==> config.mk <==
export PLATFORM = sky130hd
export DESIGN_NAME = info_frame_stuffing_framer
export DESIGN_NICKNAME = d
export VERILOG_FILES = /design/src/hw/rtl/fisf_pkg.sv /design/src/hw/rtl/fisf_front.sv /design/src/hw/rtl/fisf_queue.sv /design/src/hw/rtl/fisf_back.sv /design/src/hw/rtl/info_frame_stuffing_framer.sv
export SDC_FILE = /design/constraint.sdc
export NUM_CORES = 1
export LEC_CHECK = 0
export ABC_AREA = 1
export BUFFER_PORTS_ARGS = -buffer_cell sky130_fd_sc_hd__buf_4
export CAP_MARGIN = 20
export CORE_MARGIN = 2
export CORE_UTILIZATION = 64
export CTS_CLUSTER_DIAMETER = 100
export DETAILED_ROUTE_END_ITERATION = 7
export HOLD_SLACK_MARGIN = 0.08
export PLACE_DENSITY = 0.85
export SLEW_MARGIN = 30
export SYNTH_ARGS = -nofsm -noshare
export SYNTH_HDL_FRONTEND = slang
export SYNTH_HIERARCHICAL = 1
export SYNTH_SLANG_ARGS = --single-unit
==> constraint.sdc <==
create_clock -name clk -period 6.3 [get_ports clk]
set_clock_uncertainty 0.05 [all_clocks]
set_input_delay 0.315 -clock clk [delete_from_list [all_inputs] [get_ports clk]]
set_output_delay 0.315 -clock clk [all_outputs]
set_load 0.05 [all_outputs]
==> src/hw/rtl/fisf_pkg.sv <==
package fisf_pkg;

  // frame bytes
  localparam logic [7:0] FLAG_BYTE  = 8'h7E;
  localparam logic [7:0] ESC_BYTE   = 8'h7D;
  localparam logic [7:0] ESC_FLAG   = 8'h5E;
  localparam logic [7:0] ESC_ESC    = 8'h5D;
  localparam logic [7:0] CTRL_SEQ0  = 8'h00;
  localparam logic [7:0] CTRL_SEQ1  = 8'h40;
  localparam logic [7:0] ADDR_RESET = 8'h03;

  // request commands
  localparam logic CMD_PAYLOAD = 1'b0;
  localparam logic CMD_REPORT  = 1'b1;

  // register map
  localparam int PADDR_W = 3;
  localparam logic [PADDR_W-1:0] REG_ADDRESS_BYTE = 3'd0;

  // job queue between front and back
  localparam int QUEUE_DEPTH = 4;
  localparam int QUEUE_IDX_W = $clog2(QUEUE_DEPTH);
  localparam int QUEUE_CNT_W = $clog2(QUEUE_DEPTH + 1);

  // one payload byte, classified by the front
  typedef struct packed {
    logic       hdr;
    logic [7:0] addr;
    logic [7:0] ctrl;
    logic [7:0] data;
    logic       last;
    logic [7:0] chk;
  } job_t;

  typedef struct packed {
    logic                   full;
    logic                   empty;
    logic [QUEUE_CNT_W-1:0] count;
  } queue_status_t;

  typedef struct packed {
    logic seq_bit;
    logic frame_open;
  } front_status_t;

  // byte the back emits next for the job at the queue head
  typedef enum logic [3:0] {
    PH_FLAG,
    PH_ADDR,
    PH_CTRL,
    PH_HCHK,
    PH_DATA,
    PH_DATA2,
    PH_CHK,
    PH_CHK2,
    PH_END
  } phase_t;

  function automatic logic needs_escape(input logic [7:0] b);
    return (b == FLAG_BYTE) || (b == ESC_BYTE);
  endfunction

  function automatic logic [7:0] escaped_code(input logic [7:0] b);
    return (b == FLAG_BYTE) ? ESC_FLAG : ESC_ESC;
  endfunction

endpackage

==> src/hw/rtl/fisf_front.sv <==
module fisf_front (
  input  logic                    clk,
  input  logic                    rst,
  input  logic                    in_valid,
  output logic                    in_stall,
  input  logic                    command,
  input  logic [7:0]              data_byte,
  input  logic                    last_byte,
  input  logic                    ack_sequence,
  input  logic [7:0]              address_byte,
  input  fisf_pkg::queue_status_t q_status,
  output logic                    push,
  output fisf_pkg::job_t          push_job,
  output fisf_pkg::front_status_t status
);

  logic       seq_bit;
  logic       frame_open;
  logic [7:0] check_accumulator;
  logic       accept;
  logic [7:0] chk_new;

  // take a request whenever the queue has room
  assign in_stall = q_status.full;
  assign accept   = in_valid && !q_status.full;
  assign push     = accept && (command == fisf_pkg::CMD_PAYLOAD);

  // running check restarts with each new frame
  assign chk_new = (frame_open ? check_accumulator : 8'h00) ^ data_byte;

  // job descriptor for the back
  always_comb begin
    push_job.hdr  = !frame_open;
    push_job.addr = address_byte;
    push_job.ctrl = seq_bit ? fisf_pkg::CTRL_SEQ1 : fisf_pkg::CTRL_SEQ0;
    push_job.data = data_byte;
    push_job.last = last_byte;
    push_job.chk  = chk_new;
  end

  // frame and sequence state
  always_ff @(posedge clk) begin
    if (rst) begin
      seq_bit           <= 1'b0;
      frame_open        <= 1'b0;
      check_accumulator <= 8'h00;
    end else if (accept) begin
      if (command == fisf_pkg::CMD_REPORT) begin
        if (ack_sequence != seq_bit) begin
          seq_bit <= !seq_bit;
        end
      end else begin
        frame_open        <= !last_byte;
        check_accumulator <= last_byte ? 8'h00 : chk_new;
      end
    end
  end

  assign status.seq_bit    = seq_bit;
  assign status.frame_open = frame_open;

endmodule

==> src/hw/rtl/fisf_queue.sv <==
module fisf_queue (
  input  logic                    clk,
  input  logic                    rst,
  input  logic                    push,
  input  fisf_pkg::job_t          push_job,
  input  logic                    pop,
  output fisf_pkg::job_t          head,
  output fisf_pkg::queue_status_t status
);

  fisf_pkg::job_t                       entries [fisf_pkg::QUEUE_DEPTH];
  logic [fisf_pkg::QUEUE_IDX_W-1:0]     wr_ptr;
  logic [fisf_pkg::QUEUE_IDX_W-1:0]     rd_ptr;
  logic [fisf_pkg::QUEUE_CNT_W-1:0]     count;

  // storage, no reset needed
  always_ff @(posedge clk) begin
    if (push) begin
      entries[wr_ptr] <= push_job;
    end
  end

  // pointers and fill count
  always_ff @(posedge clk) begin
    if (rst) begin
      wr_ptr <= '0;
      rd_ptr <= '0;
      count  <= '0;
    end else begin
      if (push) begin
        wr_ptr <= wr_ptr + 1'b1;
      end
      if (pop) begin
        rd_ptr <= rd_ptr + 1'b1;
      end
      if (push && !pop) begin
        count <= count + 1'b1;
      end else if (pop && !push) begin
        count <= count - 1'b1;
      end
    end
  end

  assign head         = entries[rd_ptr];
  assign status.count = count;
  assign status.empty = (count == '0);
  assign status.full  = (count == fisf_pkg::QUEUE_CNT_W'(fisf_pkg::QUEUE_DEPTH));

endmodule

==> src/hw/rtl/fisf_back.sv <==
module fisf_back (
  input  logic                    clk,
  input  logic                    rst,
  input  fisf_pkg::job_t          head,
  input  fisf_pkg::queue_status_t q_status,
  output logic                    pop,
  output logic                    out_valid,
  input  logic                    out_stall,
  output logic [7:0]              out_byte,
  output logic                    frame_end
);

  fisf_pkg::phase_t phase;
  fisf_pkg::phase_t eff_phase;
  fisf_pkg::phase_t phase_after;
  logic             advance;
  logic             go;
  logic             done;
  logic [7:0]       byte_next;
  logic             end_next;

  // output register frees up when empty or being taken
  assign advance = !out_valid || !out_stall;
  assign go      = advance && !q_status.empty;
  assign pop     = go && done;

  // a job without header starts at its data byte
  assign eff_phase = ((phase == fisf_pkg::PH_FLAG) && !head.hdr) ? fisf_pkg::PH_DATA : phase;

  // byte selection and sequencing
  always_comb begin
    byte_next   = fisf_pkg::FLAG_BYTE;
    end_next    = 1'b0;
    phase_after = fisf_pkg::PH_FLAG;
    done        = 1'b0;
    case (eff_phase)
      fisf_pkg::PH_FLAG: begin
        byte_next   = fisf_pkg::FLAG_BYTE;
        phase_after = fisf_pkg::PH_ADDR;
      end
      fisf_pkg::PH_ADDR: begin
        byte_next   = head.addr;
        phase_after = fisf_pkg::PH_CTRL;
      end
      fisf_pkg::PH_CTRL: begin
        byte_next   = head.ctrl;
        phase_after = fisf_pkg::PH_HCHK;
      end
      fisf_pkg::PH_HCHK: begin
        byte_next   = head.addr ^ head.ctrl;
        phase_after = fisf_pkg::PH_DATA;
      end
      fisf_pkg::PH_DATA: begin
        if (fisf_pkg::needs_escape(head.data)) begin
          byte_next   = fisf_pkg::ESC_BYTE;
          phase_after = fisf_pkg::PH_DATA2;
        end else begin
          byte_next   = head.data;
          phase_after = fisf_pkg::PH_CHK;
          done        = !head.last;
        end
      end
      fisf_pkg::PH_DATA2: begin
        byte_next   = fisf_pkg::escaped_code(head.data);
        phase_after = fisf_pkg::PH_CHK;
        done        = !head.last;
      end
      fisf_pkg::PH_CHK: begin
        if (fisf_pkg::needs_escape(head.chk)) begin
          byte_next   = fisf_pkg::ESC_BYTE;
          phase_after = fisf_pkg::PH_CHK2;
        end else begin
          byte_next   = head.chk;
          phase_after = fisf_pkg::PH_END;
        end
      end
      fisf_pkg::PH_CHK2: begin
        byte_next   = fisf_pkg::escaped_code(head.chk);
        phase_after = fisf_pkg::PH_END;
      end
      fisf_pkg::PH_END: begin
        byte_next = fisf_pkg::FLAG_BYTE;
        end_next  = 1'b1;
        done      = 1'b1;
      end
      default: begin
        byte_next = fisf_pkg::FLAG_BYTE;
        done      = 1'b1;
      end
    endcase
  end

  // phase register and output valid
  always_ff @(posedge clk) begin
    if (rst) begin
      phase     <= fisf_pkg::PH_FLAG;
      out_valid <= 1'b0;
    end else begin
      if (go) begin
        phase <= done ? fisf_pkg::PH_FLAG : phase_after;
      end
      if (advance) begin
        out_valid <= !q_status.empty;
      end
    end
  end

  // output payload
  always_ff @(posedge clk) begin
    if (go) begin
      out_byte  <= byte_next;
      frame_end <= end_next;
    end
  end

endmodule

==> src/hw/rtl/info_frame_stuffing_framer.sv <==
// channel   direction  handshake            payload
// in        input      in_valid / in_stall  command, data_byte, last_byte, ack_sequence
// out       output     out_valid / out_stall out_byte, frame_end
// cfg       input      APB psel/penable     paddr, pwdata, prdata, pready
//
// One output byte per cycle from the back sequencer while the queue holds a job and
// out_stall is low; a payload request yields 1 to 9 bytes, so a plain payload byte
// inside a frame gives one byte and a stuffed one two; the front absorbs reports.
// A 4-entry job queue lets requests enter while earlier bytes still drain.
// rst is synchronous; it clears frame state, sequence bit, queue and output valid,
// and sets address_byte to 3. Output stall holds the byte; a full queue raises in_stall.
module info_frame_stuffing_framer (
  input  logic                         clk,
  input  logic                         rst,
  input  logic                         in_valid,
  output logic                         in_stall,
  input  logic                         command,
  input  logic [7:0]                   data_byte,
  input  logic                         last_byte,
  input  logic                         ack_sequence,
  output logic                         out_valid,
  input  logic                         out_stall,
  output logic [7:0]                   out_byte,
  output logic                         frame_end,
  input  logic                         psel,
  input  logic                         penable,
  input  logic                         pwrite,
  input  logic [fisf_pkg::PADDR_W-1:0] paddr,
  input  logic [31:0]                  pwdata,
  output logic [31:0]                  prdata,
  output logic                         pready
);

  logic                    [7:0] address_byte;
  logic                          push;
  logic                          pop;
  fisf_pkg::job_t                push_job;
  fisf_pkg::job_t                head;
  fisf_pkg::queue_status_t       q_status;
  fisf_pkg::front_status_t       f_status;

  // configuration register
  assign pready = 1'b1;
  always_ff @(posedge clk) begin
    if (rst) begin
      address_byte <= fisf_pkg::ADDR_RESET;
    end else if (psel && penable && pwrite && pready &&
                 (paddr == fisf_pkg::REG_ADDRESS_BYTE)) begin
      address_byte <= pwdata[7:0];
    end
  end
  assign prdata = (paddr == fisf_pkg::REG_ADDRESS_BYTE) ? {24'h000000, address_byte} : 32'h0;

  // accept and classify
  fisf_front u_front (
    .clk          (clk),
    .rst          (rst),
    .in_valid     (in_valid),
    .in_stall     (in_stall),
    .command      (command),
    .data_byte    (data_byte),
    .last_byte    (last_byte),
    .ack_sequence (ack_sequence),
    .address_byte (address_byte),
    .q_status     (q_status),
    .push         (push),
    .push_job     (push_job),
    .status       (f_status)
  );

  // job queue
  fisf_queue u_queue (
    .clk      (clk),
    .rst      (rst),
    .push     (push),
    .push_job (push_job),
    .pop      (pop),
    .head     (head),
    .status   (q_status)
  );

  // byte sequencer
  fisf_back u_back (
    .clk       (clk),
    .rst       (rst),
    .head      (head),
    .q_status  (q_status),
    .pop       (pop),
    .out_valid (out_valid),
    .out_stall (out_stall),
    .out_byte  (out_byte),
    .frame_end (frame_end)
  );

  // closing marker only on a flag byte
  a_end_is_flag: assert property (@(posedge clk) disable iff (rst)
    out_valid && frame_end |-> out_byte == fisf_pkg::FLAG_BYTE)
    else $error("frame_end on a non-flag byte");

  // sequence bit moves only on an accepted report
  a_seq_only_on_report: assert property (@(posedge clk) disable iff (rst)
    !(in_valid && !in_stall && command == fisf_pkg::CMD_REPORT) |=> $stable(f_status.seq_bit))
    else $error("sequence bit changed without a report");

  // input stalls only against a full queue
  a_stall_means_full: assert property (@(posedge clk) disable iff (rst)
    in_stall |-> q_status.count == fisf_pkg::QUEUE_CNT_W'(fisf_pkg::QUEUE_DEPTH))
    else $error("input stalled with room in the queue");

  // no new frame header while a frame is open in the front
  a_no_header_in_frame: assert property (@(posedge clk) disable iff (rst)
    push && f_status.frame_open |-> !push_job.hdr)
    else $error("header queued inside an open frame");

endmodule
==> flow_summary.toml, run 1 <==
[sta]
slew_violations = 0
hold_violations = 0
rsz0062_at_grt = "no"
setup_viol = 0
period_minus_slack_ns = 3.61
fin_crit_sh_pct = 57.3
relSlewSlack_pct = 38.9
max_freq_ghz = 0.277
setup-tns-final_ns = 0
tightest_slew_ns = 0.916

[detailed_routing]
drc = 0
drtIter0Drc = 483
wire_per_inst_um = 17.3
via_per_inst = 5.67
ant_nets = 0
vias = 5596
wirelength_um = 17100
drt-pass1-iter-count = 5

[floorplan]
die_y_um = 119
die_area_mm2 = 0.0143
fp.dieW_um = 119
fp-row-count = 42
num_io_pins = 97
start_util_pct = 64.8
coreArea_mm2 = 0.0131

[final_layout]
area_growth_pct = 9.09
nets = 857
layout-drive-gt1-share_pct = 22.6
diodes = 0

[clock_tree]
root_buffer = "clkbuf_16"
cts_made_buffers = 17
clk_latency_ns = 0.43
cts.clk_slew.worst_paths_ns = 0.06
post_cts_resized = 0
cts_tree = "done"
htreeDepth = 4
clock_sinks = 177
clock_path_buffers = 2

[setup_path]
cp.arrival_ns = 3.89
worstPathRequired_ns = 6.57
path_class = "register to register"
critical_path_peak_fanout = 35
end_kind = "register"
start_kind = "register"

[synth]
synthCells = 768
avgSynthCellArea_um2 = 11.1
syn_area_mm2 = 0.00852
yosys_warnings = 6

[power_and_ir_drop]
power_density_mw_per_mm2 = 402
totalPowerFinal_w = 0.00373
ir_drop_mv = 0.419
power.leakage_nw = 3.70

[placed_design]
globalplace.congestion = 0.887
port_buffers = 47
dp_hpwl_um = 10600

[global_route]
antenna_found_initial = 0
grt_max_degree = 69
grt_pass1_wl_um = 27100
grt_remaining_overflow = 0
gr-usage-all-layers_pct = 25.0
grt_pass1_vias = 5453

[min_path]
hold_path_class = "primary input to register"

[run_status]
outcome = "completed"

[job]
cap_violations = 0
-- worst max-delay path, stage by stage (launching register included) --
cell	delay, ns
dfxtp_1	0.30
buf_4	0.26
inv_2	0.52
o21ai_0	0.22
o22ai_2	0.24
nand2_1	0.08
nor2_1	0.14
nand3_1	0.20
nand3_2	0.13
nand3_1	0.07
nand2_1	0.16
inv_1	0.10
inv_1	0.07
ha_1	0.16
inv_1	0.07
fa_1	0.39
inv_1	0.07
nand2_1	0.07
nand3_1	0.08
nand2_1	0.05
inv_1	0.04
nor2_1	0.04
-- state kept, by name, summed over array words and instances, names as in the netlist, 2 cells and up, named ones only --
name,count
u_queue/rd_ptr,2
u_queue/wr_ptr,2
u_queue/count,3
u_queue/entries,136
u_back/out_byte,8
u_front/check_accumulator,8
u_back/phase,4
address_byte,8
-- area by class of cell --
cell class	count	area (µm²)
clock inverters	12	139
fillers	909	3840
well taps	176	220
clock buffers	20	457
inverters	68	265
multi-input cells	470	2710
flip-flops and latches	177	5000
repair buffers	64	508
-- report_power, final --
group	leakage (nW)	total [W]	switching (W)	internal [W]
combinational	1.85	0.00118	0.000836	0.000349
sequential	1.57	0.00150	0.0000874	0.00141
clock	0.286	0.00105	0.000410	0.000638
-- stage by stage --
step	cell area, µm²	utilization [%]	hold WS (ns)	worst slack, ns	cells
finish	9290	70.7	0.0991	2.69	987
detailed placement	8590	65.4	0.397	2.75	944
global route	9290	70.7	0.0885	2.41	987
CTS	9290	70.7	0.0849	2.73	987
floorplan	8630	-	0.334	3.71	797
global placement	8590	65.4	0.373	2.83	944
-- per-layer routing --
layer	global-route usage, %	vias up	part of all wire (%)
li1	-	2619	-
met1	31.0	2715	40
met2	43.5	233	52
met3	4.98	29	6.1
met4	9.26	0	1.8
met5	0	-	0
-- path summary, 6_finish.rpt --
path / from / slack (ns) / cells after the start / end
max: register / 2.69 / 21 / u_queue/count[2]
min reg2reg: u_queue/rd_ptr[1] / 0.42 / 1 / u_queue/rd_ptr[1]
min: last_byte / 0.1 / 1 / u_queue/entries[3][8]
max reg2reg: register / 2.69 / 21 / u_queue/count[2]
-- timing repair --
| action | CTS | global route |
|---|---|---|
| endpoints found under the setup margin | 0 | 0 |
| hold buffers | 11 | 0 |
| buffers inserted | 0 | 0 |
| hold endpoints to repair | 35 | 0 |
-- cell usage in the layout (no fill, tap or decap), types with 10 or more instances in the layout --
master / n
edfxtp_1: 145
nor2_1: 91
o21ai_1: 11
conb_1: 32
o21ai_0: 82
nand2_1: 87
a21oi_1: 11
nand2_2: 10
buf_4: 53
dlygate4sd3_1: 11
nand3_1: 24
o22ai_2: 20
o22ai_1: 15
clkbuf_16: 17
inv_1: 55
nor2_2: 22
dfxtp_1: 30
Power figures use the tool's default switching activity.
==> inputs of run 2 (changes only) <==
CORE_UTILIZATION = 59   (was 64)
PLACE_DENSITY = 0.79   (was 0.85)
clock period = 3.41 ns   (was 6.3 ns; I/O delays follow)
==> flow_summary.toml, run 2 (same netlist as run 1, synthesis figures left out) <==
[min_path]
min-delay-start = "penable"
min_delay_path_depth = 5
hold_path_class = "primary input to register"
hold_end = "address_byte[3]"

[detailed_routing]
via_per_inst = 5.56
wire_per_inst_um = 16.8
ant_nets = 0
vias = 5659
drtIter0Drc = 464
wirelength_um = 17100
drc = 0
drt-pass1-iter-count = 5

[setup_path]
cp_common_cell = "inv_1"
crit_path_top_delay_cell = "fa_1"
max_stage_delay_ns = 0.39
rr_endpoint = "u_queue/count[2]"
path_cells = "inv_2 > o21ai_0 > o22ai_2 > nand2_1 > nor2_1 > nand3_1 > nand3_2 > nand3_1 > nand2_1 > inv_1 > inv_1 > ha_1 > inv_1 > fa_1 > inv_1 > nand2_1 > nand3_1 > nand2_1 > inv_1 > nor2_1"
rr_worst_depth = 20
path_class = "register to register"
cp.arrival_ns = 3.40
critical_path_peak_fanout = 19
reg2reg_slack_ns = 0.29
start_kind = "register"
end_kind = "register"
worstPathRequired_ns = 3.69

[sta]
fin_crit_sh_pct = 91.4
period_minus_slack_ns = 3.12
tightest_slew_ns = 0.646
setup-tns-final_ns = 0
hold_violations = 0
relSlewSlack_pct = 56.9
slew_violations = 0
rsz0062_at_grt = "no"
setup_viol = 0
setup_slack_ns = 0.292
max_freq_ghz = 0.321

[run_status]
outcome = "completed"

[global_route]
grt_pass1_vias = 5587
grt_pass1_wl_um = 26900
grt_remaining_overflow = 0
gr-usage-all-layers_pct = 23.6
grt_max_degree = 40
antenna_found_initial = 0

[clock_tree]
clock_sinks = 177
cts_setup_buffers = 0
htreeDepth = 4
cts.clk_slew.worst_paths_ns = 0.06
root_buffer = "clkbuf_16"
clk_latency_ns = 0.43
clock_path_buffers = 2
cts_tree = "done"
cts_made_buffers = 17

[final_layout]
layout-drive-gt1-share_pct = 23.5
diodes = 0
fill_cells = 931
largest_register_ff_count = 136
final_cell_mix = "edfxtp_1 (145), nor2_1 (91), nand2_1 (87), o21ai_0 (82), buf_4 (61)"
layout_commonest_cell = "edfxtp_1"
fin_util_pct = 68.6
seq_area_mm2 = 0.00500
nets = 884
top_register = "u_queue/entries"
area_growth_pct = 12.6
final_cells = 1018
multi_input_area_mm2 = 0.00271

[placed_design]
port_buffers = 47
dpl.cell_count = 956
globalplace.congestion = 0.910
dp_hpwl_um = 10600
pre_cts_ws_ns = 0.253

[power_and_ir_drop]
power_density_mw_per_mm2 = 731
power.leakage_nw = 3.86
ir_drop_mv = 0.561

[floorplan]
fp.dieW_um = 124
fp-row-count = 43
num_io_pins = 97
die_y_um = 124
die_area_mm2 = 0.0154
coreArea_mm2 = 0.0140
start_util_pct = 60.9

[job]
cap_violations = 0
[run 2: cell count changes in the layout (fill, tap and decap cells not counted), moves of 3 or more]
cell           delta
dlygate4sd3_1    +19
buf_4             +8
clkinv_1          -8
clkbuf_16         +5
inv_1             +4
bufinv_16         -3
inv_4             +3
[run 2: report_power, final]
group          internal, W  switching, W  total, W  leakage, nW
logic             0.000698       0.00155   0.00225         1.98
clock network      0.00119      0.000798   0.00199        0.315
registers          0.00261      0.000169   0.00278         1.57
total              0.00450       0.00251   0.00701         3.86
[run 2: final cells by class]
cell class	count	area share (%)
clock buffer	24	6.03
clock inverter	8	0.561
inverter	68	2.79
multi-input combinational	470	28.2
sequential	177	52.1
tap	180	2.35
timing repair buffer	91	7.91
[run 2: stage by stage]
stage	hold WS [ns]	total power, W	instance area [µm²]
floorplan	0.190	0.00458	8630
global placement	0.329	0.00492	8650
detailed placement	0.342	0.00499	8650
CTS	0.125	0.00699	9590
global route	0.150	0.00737	9590
finish	0.139	0.00701	9590
[run 2: per-layer routing]
| layer | track usage [%] | part of all wire [%] | vias up |
|---|---|---|---|
| met4 | 11.8 | 3.0 | 0 |
| met1 | 29.3 | 41 | 2716 |
| met3 | 5.45 | 6.1 | 43 |
| met2 | 39.1 | 50 | 223 |
| met5 | 0 | 0 | - |
| li1 | - | - | 2677 |
[run 2: critical path: cells and delay by family, from the launching register on]
family                     cells  cell delay, ns
DFF                            1            0.35
buffers and inverters          6            0.62
AOI/OAI and AO/OA              2            0.38
adders and majority gates      2            0.55
and+or+nand+nor               10            1.08
[run 2: what timing repair did]
action	in CTS	in global routing
hold endpoints to repair	69	0
endpoints found under the setup margin	0	2
hold buffers	30	0
resized for setup	0	3
[run 2: worst max path at each step]
stage	startpoint	to	slack, ns	cells past startpoint
after floorplan	register	u_queue/count[2]	0.82	23
after global placement	register	u_queue/count[2]	0.37	21
after detailed placement	register	u_queue/count[2]	0.25	21
after CTS	register	u_queue/count[2]	0.24	21
after global routing	register	u_queue/count[2]	0.03	20
final	register	u_queue/count[2]	0.29	20
==> inputs of run 3 (changes only) <==
BUFFER_PORTS_ARGS = -buffer_cell sky130_fd_sc_hd__clkbuf_2   (was -buffer_cell sky130_fd_sc_hd__buf_4)
==> flow_summary.toml, run 3 (same netlist as run 1, synthesis figures left out) <==
[detailed_routing]
via_per_inst = 5.60
wirelength_um = 17200
drc = 0
ant_nets = 0
drtIter0Drc = 452
wire_per_inst_um = 16.9
drt-pass1-iter-count = 5
vias = 5671

[sta]
relSlewSlack_pct = 58.4
setup-tns-final_ns = 0
period_minus_slack_ns = 3.06
hold_slack_ns = 0.106
tightest_slew_ns = 0.624
setup_viol = 0
hold_violations = 0
rsz0062_at_grt = "no"
fin_crit_sh_pct = 89.8
max_freq_ghz = 0.327
slew_violations = 0

[setup_path]
cp.arrival_ns = 3.34
critical_path_peak_fanout = 42
start_kind = "register"
path_class = "register to register"
worstPathRequired_ns = 3.69
end_kind = "register"

[floorplan]
die_area_mm2 = 0.0154
fp-row-count = 43
start_util_pct = 60.9
die_y_um = 124
num_io_pins = 97
coreArea_mm2 = 0.0140
fp.dieW_um = 124

[global_route]
antenna_found_initial = 0
gr-usage-all-layers_pct = 24.2
grt_remaining_overflow = 0
grt_pass1_wl_um = 27600
grt_max_degree = 43
grt_pass1_vias = 5600

[final_layout]
final_cell_mix = "edfxtp_1 (145), nor2_1 (91), nand2_1 (87), o21ai_0 (82), inv_1 (59)"
diodes = 0
layout_commonest_cell = "edfxtp_1"
fin_area_mm2 = 0.00938
fin_util_pct = 67.0
top_register = "u_queue/entries"
nets = 878
layout-drive-gt1-share_pct = 23.0
area_growth_pct = 10.1
largest_register_ff_count = 136

[min_path]
hold_path_class = "primary input to register"

[clock_tree]
cts_setup_buffers = 0
htreeDepth = 4
clk_latency_ns = 0.43
clock_path_buffers = 2
cts.clk_slew.worst_paths_ns = 0.06
root_buffer = "clkbuf_16"
cts_made_buffers = 17
clock_sinks = 177
cts_tree = "done"

[placed_design]
placed_area_mm2 = 0.00852
dp_hpwl_um = 10500
globalplace.congestion = 0.908
port_buffers = 47

[power_and_ir_drop]
seq_power_share_pct = 40.5
power_frac_clock_pct = 27.6
totalPowerFinal_w = 0.00685
power.leakage_nw = 3.78
power_density_mw_per_mm2 = 730
ir_drop_mv = 0.527
p_comb_share_pct = 31.9
switching_power_w = 0.00247
switching_share_pct = 36.1
power.internal_w = 0.00437

[job]
cap_violations = 0

[run_status]
outcome = "completed"
## run 3: changes by cell type in the layout (fill, tap and decap cells not counted), moves of 2 or more
cell,change
clkbuf_1,+3
clkbuf_2,+47
clkbuf_16,-2
dlygate4sd3_1,-4
inv_4,-2
buf_4,-50
## run 3: worst paths after layout
path                startpoint                to  slack (ns)  cells after the start
max                   register  u_queue/count[2]        0.35                     20
min                   paddr[2]   address_byte[4]        0.11                      5
max reg2reg           register  u_queue/count[2]        0.35                     20
min reg2reg  u_queue/rd_ptr[1]          register        0.39                      1
## run 3: power by group through the flow
stage	Combinational, W	Sequential, W	Clock (W)
after floorplan	0.00164	0.00294	0
after CTS	0.00217	0.00277	0.00191
after global routing	0.00241	0.00280	0.00200
final	0.00219	0.00277	0.00189
after detailed placement	0.00213	0.00281	0
after global placement	0.00207	0.00280	0
## run 3: layout make-up
class                      instances  area, µm²
inverter                          68        265
clock buffer                      26        553
sequential                       177       5000
timing repair buffer              85        589
tap                              180        225
clock inverter                     6       41.3
fill                             992       4610
multi-input combinational        470       2710
## run 3: routing by layer
layer  routed length (µm)  track usage [%]  vias up
met5                    0                0        -
met4                  463             9.83        0
met2                 8630             41.1      228
li1                     -                -     2660
met1                 7050             30.0     2743
met3                 1010             5.31       40
## run 3: worst max-delay path, cell delays in order, from the launching register on
cell and delay, ns:
dfxtp_2 0.36, inv_6 0.29, o21ai_0 0.16, o22ai_2 0.19, nand2_1 0.08, nor2_1 0.17, nand3_1 0.20, nand3_2 0.12
nand3_1 0.07, nand2_1 0.14, inv_1 0.09, inv_1 0.06, ha_1 0.15, inv_1 0.07, fa_1 0.39, inv_1 0.08
nand2_1 0.06, nand3_1 0.08, nand2_1 0.05, inv_1 0.04, nor2_1 0.03
## run 3: through the flow
step	setup WS, ns	cells
floorplan	0.816	797
global placement	0.426	954
CTS	0.354	1012
detailed placement	0.374	954
global route	0.0343	1012
finish	0.347	1012
## run 3: repair_timing
action | CTS | global route
hold endpoints to repair | 46 | 0
hold buffers | 26 | 0
setup endpoints to repair | 0 | 1
resized for setup | 0 | 1
